$ cat src/assert_macros.svh
// Assertion macros used by the queue datapath; clock and reset are the module's own ports.
`ifndef ASSERT_MACROS_SVH
`define ASSERT_MACROS_SVH

// condition must hold at every edge out of reset
`define ASSERT_ALWAYS(lbl, cond, msg) \
   lbl: assert property (@(posedge clock) disable iff (reset) (cond)) else $error(msg);

// antecedent in a cycle implies consequent in the same cycle
`define ASSERT_IMPLIES(lbl, ante, cons, msg) \
   lbl: assert property (@(posedge clock) disable iff (reset) (ante) |-> (cons)) \
      else $error(msg);

// antecedent in a cycle implies consequent in the next cycle
`define ASSERT_NEXT(lbl, ante, cons, msg) \
   lbl: assert property (@(posedge clock) disable iff (reset) (ante) |=> (cons)) \
      else $error(msg);

`endif

$ cat src/terq_pkg.sv
// Shared constants, register codes and controller/datapath interface types.
`timescale 1ns / 1ps
`default_nettype none

package terq_pkg;

   localparam int QUEUE_DEPTH  = 256;
   localparam int CONTROL_BITS = 32;

   localparam int IDX_W    = $clog2(QUEUE_DEPTH);
   localparam int CNT_W    = $clog2(QUEUE_DEPTH + 1);
   localparam int WORD_W   = 32;
   localparam int CTRL_W   = (CONTROL_BITS < WORD_W) ? CONTROL_BITS : WORD_W;
   localparam int TIME_W   = 48;
   localparam int FRAC_W   = 32;
   localparam int STEP_W   = 20;
   localparam int LIMIT_W  = 16;
   localparam int COUNT_W  = 9;
   localparam int TOTAL_W  = 32;
   localparam int CSR_IDX_W  = 2;
   localparam int CSR_DATA_W = 48;

   localparam logic [STEP_W-1:0]  STEP_WHOLE_RESET    = 20'd22;
   localparam logic [FRAC_W-1:0]  STEP_FRACTION_RESET = 32'd2902268131;
   localparam logic [LIMIT_W-1:0] LATE_LIMIT_RESET    = 16'd1000;
   localparam logic [TIME_W-1:0]  START_TIME_RESET    = 48'd0;

   localparam logic CMD_PUSH = 1'b0;
   localparam logic CMD_TICK = 1'b1;

   typedef enum logic [CSR_IDX_W-1:0] {
      CSR_STEP_WHOLE    = 2'd0,
      CSR_STEP_FRACTION = 2'd1,
      CSR_LATE_LIMIT    = 2'd2,
      CSR_START_TIME    = 2'd3
   } csr_index_type;

   typedef struct packed {
      logic capture;     // input transfer: latch payload, clear per-tick counts
      logic do_push;     // store the event, drop oldest if full
      logic do_apply;    // apply the event at the head
      logic do_advance;  // step the render clock
      logic load_out;    // load the result register
   } terq_cmd_type;

   typedef struct packed {
      logic event_due;   // head entry exists and is at or before the render clock
   } terq_status_type;

endpackage

`default_nettype wire

$ cat src/terq_ctrl.sv
// Sequencer for push and tick items, and the result-valid flag.
`timescale 1ns / 1ps
`default_nettype none

module terq_ctrl
   import terq_pkg::*;
(
   input  wire logic            clock,
   input  wire logic            reset,
   input  wire logic            req_valid,
   input  wire logic            req_cmd,
   output logic                 req_stall,
   input  wire logic            rsp_stall,
   output logic                 rsp_valid,
   input  wire terq_status_type status,
   output terq_cmd_type         cmd
);

   typedef enum logic [1:0] {
      ST_IDLE,
      ST_PUSH,
      ST_DRAIN
   } state_type;

   state_type state_ff, state_in;
   logic      rsp_valid_ff, rsp_valid_in;
   logic      out_free;

   assign out_free  = !rsp_valid_ff || !rsp_stall;
   assign req_stall = (state_ff != ST_IDLE);
   assign rsp_valid = rsp_valid_ff;

   always_comb begin
      state_in = state_ff;
      cmd      = '0;
      unique case (state_ff)
         ST_IDLE: begin
            if (req_valid) begin
               cmd.capture = 1'b1;
               state_in    = (req_cmd == CMD_TICK) ? ST_DRAIN : ST_PUSH;
            end
         end
         ST_PUSH: begin
            if (out_free) begin
               cmd.do_push  = 1'b1;
               cmd.load_out = 1'b1;
               state_in     = ST_IDLE;
            end
         end
         ST_DRAIN: begin
            // one due event per cycle; finish once the head is not due and the result register is free
            if (status.event_due) begin
               cmd.do_apply = 1'b1;
            end else if (out_free) begin
               cmd.do_advance = 1'b1;
               cmd.load_out   = 1'b1;
               state_in       = ST_IDLE;
            end
         end
         default: state_in = ST_IDLE;
      endcase
   end

   always_comb begin
      if (cmd.load_out) begin
         rsp_valid_in = 1'b1;
      end else if (!rsp_stall) begin
         rsp_valid_in = 1'b0;
      end else begin
         rsp_valid_in = rsp_valid_ff;
      end
   end

   always_ff @(posedge clock) begin
      if (reset) begin
         state_ff     <= ST_IDLE;
         rsp_valid_ff <= 1'b0;
      end else begin
         state_ff     <= state_in;
         rsp_valid_ff <= rsp_valid_in;
      end
   end

endmodule

`default_nettype wire

$ cat config.mk
export PLATFORM = sky130hd
export DESIGN_NAME = terq_ctrl
export DESIGN_NICKNAME = d
export VERILOG_FILES = /design/src/assert_macros.svh /design/src/terq_pkg.sv /design/src/terq_ctrl.sv
export SDC_FILE = /design/constraint.sdc
export NUM_CORES = 1
export LEC_CHECK = 0
export BUFFER_PORTS_ARGS = -buffer_cell sky130_fd_sc_hd__buf_2
export CAP_MARGIN = 20
export CORE_AREA = 8 8 45 47
export DETAILED_ROUTE_END_ITERATION = 7
export DIE_AREA = 0 0 53 55
export GPL_ROUTABILITY_DRIVEN = 0
export PLACE_DENSITY = 0.42
export SETUP_SLACK_MARGIN = 0.05
export SLEW_MARGIN = 0
export SYNTH_ARGS = -nofsm -noshare
export SYNTH_HDL_FRONTEND = slang
export SYNTH_SLANG_ARGS = --single-unit
$ cat constraint.sdc
create_clock -name clock -period 1.4 [get_ports clock]
set_input_delay 0.14 -clock clock [delete_from_list [all_inputs] [get_ports clock]]
set_output_delay 0.14 -clock clock [all_outputs]
set_load 0.005 [all_outputs]
After elaboration in Yosys (flattened, before gate mapping). Index checks and enable logic that the tools add are counted.

Word-level logic and storage cells: 29. Register bits: 3. Input port bits: 6. Output and inout port bits: 7.

Reductions and logical operators: 6. Equal/unequal tests: 5. Mux-type cells: 16.

Operator list (count): 2-bit two-way mux (7); 1-bit two-way mux (7); 2-bit case mux with 3 select lines (1); 2-bit != test, second input constant (2); 2-bit by 1-bit equality test with 1-bit output, second input constant (1); 2-bit equality test, second input constant (1); 1-bit logical NOT (2); 2-bit logical NOT (1); 2-bit by 1-bit != test with 1-bit output, second input constant (1); 1-bit case mux with 2 select lines (1); 2-bit AND reduction (1); 2-bit nonzero test (1); 1-bit logical OR (1).

Depth between registers and ports, before layout. Gate-level depths: netlist of run 1.

Depth after elaboration: 6. Depth in mapped cells: 6. Depth with buffers taken out: 5.

Least setup slack after synthesis of run 1. No wires, ideal clock.

Kind: reg-to-reg. Start: register state_ff[0]. End: register state_ff[1]. Data required time: 1313 ps. Path slack: -90 ps. Clock period less this slack: 1490 ps. Stages on the path, launching flop included: 6. Arrival time: 1403 ps. Library setup time: 87 ps. Buffers on the path: 0. Path through: dfxtp_1 -> inv_1 -> ha_1 -> and3_4 -> or3_4 -> o31ai_1.

Cells in the longest elaborated chain, start to end: 3. Elaborated cells on any way between the ends: 7. Those cells by class: 4 x eq/ne; 1 x mux; 2 x reduce/logical.

Ends and longest elaborated chain: start: declaration (RTL line terq_ctrl.sv:25) `state_type state_ff, state_in;`; start signal: assignment (RTL line terq_ctrl.sv:79) `state_ff <= state_in;`; 2-bit equality test or 2-bit logical NOT (tied branches) (RTL line terq_ctrl.sv:36) `unique case (state_ff)`; 2-bit != test (no source line); 2-bit AND reduction (no source line).

Parallel ways exist; a longest one is shown, timed or not. A chain may end at the register's enable or synchronous reset.

Worst setup path after layout of run 1.
Start: register state_ff[1]. End: register state_ff[0].

The elaborated chain is that of the path after synthesis.

==> qor.txt, run 1 <==
GRT overflow -> 0
Worst EP arrival -> 1610 ps
ant diodes -> 0
depth of the worst hold-timing path -> 2
worst hold path type -> in2reg
Net Count, Synth -> 37
hold path start -> req_cmd
Least-Margin Pin Slew -> 324.9 ps
Hold Path Sink -> state_ff[0]
Final Max Slew Viols -> 0
Post-Synth Simple-Gate Area -> 0.2879
Die X -> 53 µm
Wirelength per Cell -> 10.22 µm
Hold Fails Final Rpt -> 0
DRT iter0 DRCs -> 1
Final min period -> 1484 ps
PnR worst setup slack -> -84.37 ps
Syn. warnings -> 0
DR vias/cell -> 4.231
clk buf depth -> 2
largest family of logic cells by synthesized area -> simple AND/OR/NAND/NOR gates
outcome -> finished with violations
Synth cell types -> 17
Post-DP HPWL -> 554.4 µm
list of most frequent post-synthesis cells -> inv_1, and2_1, dfxtp_1, ha_1
IO Port Bufs -> 12
first-pass GRT wire length -> 1124 µm
Post-synth EDFFs -> 0
most numerous cell in the Yosys netlist -> inv_1
Reg2Reg Setup Slack -> -80 ps
cells on worst reg2reg path -> 5
crit path kind -> reg2reg
Post-Synth Adder-Cell Area -> 0.1515
Skew-Pair Late Insertion Delay -> 230 ps
CTS root buf -> clkbuf_4
H-tree levels -> 1
initial antenna violation count -> 0
cts hold-fix bufs -> 0
failing checks -> setup timing
Worst slew margin -> 0.7800
Min Hold Slack -> 139.9 ps
P per Cell Area -> 949.9 nW/µm²
layout cells sized above 1 -> 0.7551
row count -> 14
Max Cap Viol -> 0
Main synth FF type -> dfxtp_1
CTS sink count -> 3
area delta synth->final -> 85.35%
final instance count without filler cells -> 65
Initial Util -> 0.1790
CTS buffer count -> 3
vias in the first global route -> 281
largest cells by area after synthesis -> dfxtp_1, ha_1, and2_1
CTS tree -> yes
Tcrit/Tclk final -> 1.060
post-synthesis xor/xnor area fraction -> 0
post-synthesis sequential area ratio -> 0.2424
Post-Route WL -> 664 µm
Worst EP required -> 1530 ps
Core Area -> 1384 µm²
Post-route DRC -> 0
Die H -> 55 µm
# IOs -> 13
Pre-Repair DR Iteration Count -> 4
clock-pin slew on the worst setup and hold paths -> 40 ps
Mapped Area -> 247.7 µm²
VDD IR max -> 571.4 µV
fmax -> 673.7 MHz
Mapped Avg Cell Area -> 8.848 µm²
Final ANT Viol Nets -> 0
leakage power -> 0.2231 nW
setup tns final -> -175.8 ps
Total GRT Usage -> 0.05186
Mapped Cells -> 28
Synth area leader -> dfxtp_1
mux cell area share after synthesis -> 0
vias -> 275
Overall Power -> 0.4362 mW
post-placement setup slack -> -124.0 ps
largest net degree at the start of global routing -> 5
post-synthesis compound-gate area fraction -> 0.2273
Yosys reg bits -> 3
Setup-failing EPs final -> 3
Worst Skew -> 1.660 ps
RSZ-0062 raised after global routing -> yes
top cell type's share of synthesized area -> 0.2424
R2R Path Start -> state_ff[1]
CP max FO -> 3
crit start category -> flop
R2R Path End -> state_ff[0]
Async SR Flop Fraction -> 0
die area -> 2915 µm²
nets -> 59
crit path capture type -> flop
Inst Count DP -> 59
critical path, cell delays in order, from the launching register on:
cell and delay (ps):
dfxtp_2 330, inv_2 50, ha_4 230, and3_4 180
or3_4 380, o41ai_4 200
power breakdown:
group | leakage, nW | internal [mW] | total (mW) | switching, mW
combinational | 0.183 | 0.100 | 0.180 | 0.0792
sequential | 0.0253 | 0.0962 | 0.103 | 0.00694
clock | 0.0150 | 0.107 | 0.153 | 0.0464
total | 0.223 | 0.304 | 0.436 | 0.133
cells by family (layout without fill, tap and decap cells):
kind of cell | count (synthesis) | count (layout)
flops | 3 | 3
buf+inv | 5 | 26
compound gates | 7 | 7
simple gates | 10 | 10
fa+ha+maj | 3 | 3
sequential cells by signal, indices dropped and copies added (netlist names):
name and count:
state_ff 2, rsp_valid 1
what timing repair did:
action / 4_1_cts / 5_1_grt
endpoints found under the setup margin: 4 / 6
pin swaps: 2 / 0
gates resized for setup: 7 / 5
buffers inserted: 1 / 1
endpoints found under the hold margin: 0 / 0
area by class of cell:
| class | instances | area (µm²) |
|---|---|---|
| Tap cell | 16 | 20.02 |
| Fill cell | 151 | 924.6 |
| Timing Repair Buffer | 18 | 105.1 |
| Sequential cell | 3 | 62.56 |
| Clock buffer | 4 | 26.28 |
| Inverter | 4 | 15.01 |
| Multi-Input combinational cell | 20 | 230.2 |
metal layers:
| metal | global-route usage | wire (µm) |
|---|---|---|
| met3 | 0.04011 | 90 |
| met2 | 0.07422 | 264 |
| met1 | 0.05909 | 310 |
| met4 | 0.01293 | 0 |
| met5 | 0 | 0 |
metrics by stage:
step / area, µm² / utilization
4_1_cts: 429.2 / 0.3101
2_1_floorplan: 262.8 / -
5_1_grt: 459.2 / 0.3318
3_3_place_gp: 365.4 / 0.2640
3_5_place_dp: 365.4 / 0.2640
6_report: 459.2 / 0.3318
cell usage in the layout, fill, tap and decap left out, types with 2 or more instances in the layout:
cell / synthesis / final
and2_1: 3 / 2
and2_4: 1 / 2
clkbuf_4: 0 / 3
a21oi_1: 2 / 2
inv_2: 0 / 2
dfxtp_2: 0 / 2
buf_4: 1 / 6
ha_4: 0 / 2
inv_1: 4 / 2
nand2_1: 2 / 2
buf_2: 0 / 12
how the worst max path moves through the flow:
stage                      startpoint          end  slack [ps]  cells after the start
after global routing      state_ff[1]  state_ff[0]        -140                      5
after floorplan           state_ff[1]  state_ff[1]         -20                      5
after global placement    state_ff[1]  state_ff[0]         -90                      5
after CTS                 state_ff[1]  state_ff[0]        -110                      5
after detailed placement  state_ff[1]  state_ff[1]        -120                      5
final                     state_ff[1]  state_ff[0]         -80                      5
No activity file was read; power rests on OpenSTA's default activity.
==> inputs of run 2 (changes only) <==
CAP_MARGIN = 0   (was 20)
PLACE_DENSITY = 0.41   (was 0.42)
clock period = 1.65 ns   (was 1.4 ns; I/O delays follow)
==> run 2 against run 1 <==
Critical path depth stayed put; worst hold slack better by 14 ps; critical endpoint unchanged; the run now ends clean; fmax is 3.8% lower; sequential share of layout area is 3.4 points higher; cell area is 22% lower; combinational power is 46% lower; non-clock buffer count is 5 lower; die area stayed put; setup slack better by 190 ps; sequential cell count stayed put.
==> qor.txt, run 2 (synthesis gave the netlist of run 1 again) <==
Inst Count DP -> 56 (-5.1%)
slowest CP cell -> or3_4
Worst Skew -> 0.9360 ps (-0.7243 ps)
RSZ-0062 raised after global routing -> yes
CTS tree -> yes
P per Cell Area -> 851.3 nW/µm² (-10%)
Int Power -> 0.2211 mW (-27%)
H-tree levels -> 1 (unchanged)
final instance count without filler cells -> 60 (-7.7%)
Die H -> 55 µm (unchanged)
clk buf depth -> 2 (unchanged)
Overall Power -> 0.3067 mW (-30%)
Least-Margin Pin Slew -> 389.8 ps (+64.96 ps)
Worst EP required -> 1780 ps (+250 ps)
Worst slew margin -> 0.7368 (-0.04318)
row count -> 14 (unchanged)
Post-route DRC -> 0 (unchanged)
crit path kind -> reg2reg
cts hold-fix bufs -> 0 (unchanged)
GRT overflow -> 0 (unchanged)
ant diodes -> 0 (unchanged)
CTS root buf -> clkbuf_4
area delta synth->final -> 45.45%
Core Area -> 1384 µm² (unchanged)
CP max FO -> 3 (unchanged)
most common cell after layout, fill and taps aside -> buf_2
Worst setup startpoint -> state_ff[0]
Pre-Repair DR Iteration Count -> 4 (unchanged)
Final ANT Viol Nets -> 0 (unchanged)
Reg with most FFs -> state_ff
Max Cap Viol -> 0 (unchanged)
R2R Path Start -> state_ff[0]
Final min period -> 1543 ps (+58.99 ps)
setup tns final -> 0 ps (+175.8 ps)
Initial Util -> 0.1790 (unchanged)
Skew-Pair Late Insertion Delay -> 230 ps (about the same)
area post-placement -> 327.8 µm² (-10%)
Min Hold Slack -> 153.8 ps (+13.96 ps)
nets -> 54 (-8.5%)
outcome -> finished, final reports clean
leakage power -> 0.1890 nW (-15%)
crit-path cells -> inv_1, ha_1, and3_4, or3_4, o41ai_2
# IOs -> 13 (unchanged)
fin area -> 360.3 µm² (-22%)
IO Port Bufs -> 12 (unchanged)
die area -> 2915 µm² (unchanged)
initial antenna violation count -> 0 (unchanged)
Wirelength per Cell -> 9.750 µm (-4.6%)
Tcrit/Tclk final -> 0.9354 (-0.1249)
Largest register FFs -> 2 (unchanged)
layout cells sized above 1 -> 0.5000 (-0.2551)
Hold Fails Final Rpt -> 0 (unchanged)
clock-pin slew on the worst setup and hold paths -> 30 ps (about the same)
CTS buffer count -> 3 (unchanged)
Total GRT Usage -> 0.05131 (-0.0005459)
largest net degree at the start of global routing -> 5 (unchanged)
logic gate share of total power -> 0.316 (-0.096)
CTS sink count -> 3 (unchanged)
vias -> 245 (-11%)
Setup-failing EPs final -> 0 (-3)
vias in the first global route -> 251 (-11%)
Sequential Power Share -> 0.279 (+0.042)
Final Max Slew Viols -> 0 (unchanged)
switching share of total power -> 0.2792 (-0.02480)
first-pass GRT wire length -> 1028 µm (-8.5%)
most frequent cells in the layout -> buf_2, inv_1, and2_1, ha_1, clkbuf_4
Worst EP arrival -> 1670 ps (+60 ps)
crit path capture type -> flop
Clk network pwr share -> 0.405 (+0.053)
Post-Route WL -> 585 µm (-12%)
Largest stage delay, worst path -> 380 ps (about the same)
Post-DP HPWL -> 523.1 µm (-5.6%)
net load switching power -> 0.08564 mW (-35%)
VDD IR max -> 260.6 µV (-54%)
DR vias/cell -> 4.083 (-3.5%)
crit start category -> flop
DRT iter0 DRCs -> 2 (+1)
hold path start -> req_cmd
Die X -> 53 µm (unchanged)
worst hold path type -> in2reg
fmax -> 647.9 MHz (-3.8%)
==> run 2: per-stage QoR <==
stage                     setup WS, ps  utilization
final                            106.6       0.2604
after global routing             33.78       0.2604
after CTS                        74.69       0.2559
after detailed placement         85.67       0.2369
after global placement           53.37       0.2369
after floorplan                  160.0            -
==> run 2: per-layer routing <==
layer | GRT usage | up-vias | routed length [µm]
met1 | 0.04394 | 112 | 212
met2 | 0.08594 | 5 | 320
met4 | 0.06466 | 0 | 0
li1 | - | 128 | -
met3 | 0.01604 | 0 | 53
met5 | 0 | - | 0
==> run 2: layout make-up <==
cell class | count | area (µm²)
Sequential cell | 3 | 61.31
Timing Repair Buffer | 13 | 67.56
Fill cell | 167 | 1023
Inverter | 4 | 15.01
Tap cell | 16 | 20.02
Clock buffer | 4 | 26.28
Multi-Input combinational cell | 20 | 170.2
==> run 2: critical path, delay by kind of cell, from the launching register on <==
kind / cells / cell delay [ps]
and+or+nand+nor: 2 / 560
DFF: 1 / 320
adders and majority gates: 1 / 300
AOI/OAI and AO/OA: 1 / 210
buffers and inverters: 1 / 60
==> run 2: what timing repair did <==
action | in CTS | in global routing
gates resized for setup | 0 | 3
setup buffers | 0 | 0
endpoints found under the setup margin | 0 | 3
==> run 2: worst paths after layout <==
path,to,slack [ps],depth (start not counted)
max reg2reg,state_ff[0],110,5
min reg2reg,rsp_valid,530,2
min,state_ff[0],150,2
max,state_ff[0],110,5
==> run 2: power groups by stage <==
stage                     Sequential [mW]  Clock [mW]  Combinational [mW]
after CTS                          0.0851       0.133              0.0962
final                              0.0856       0.124              0.0968
after global routing               0.0863       0.145               0.111
after floorplan                    0.0861           0              0.0577
after global placement             0.0863           0              0.0959
after detailed placement           0.0862           0              0.0955
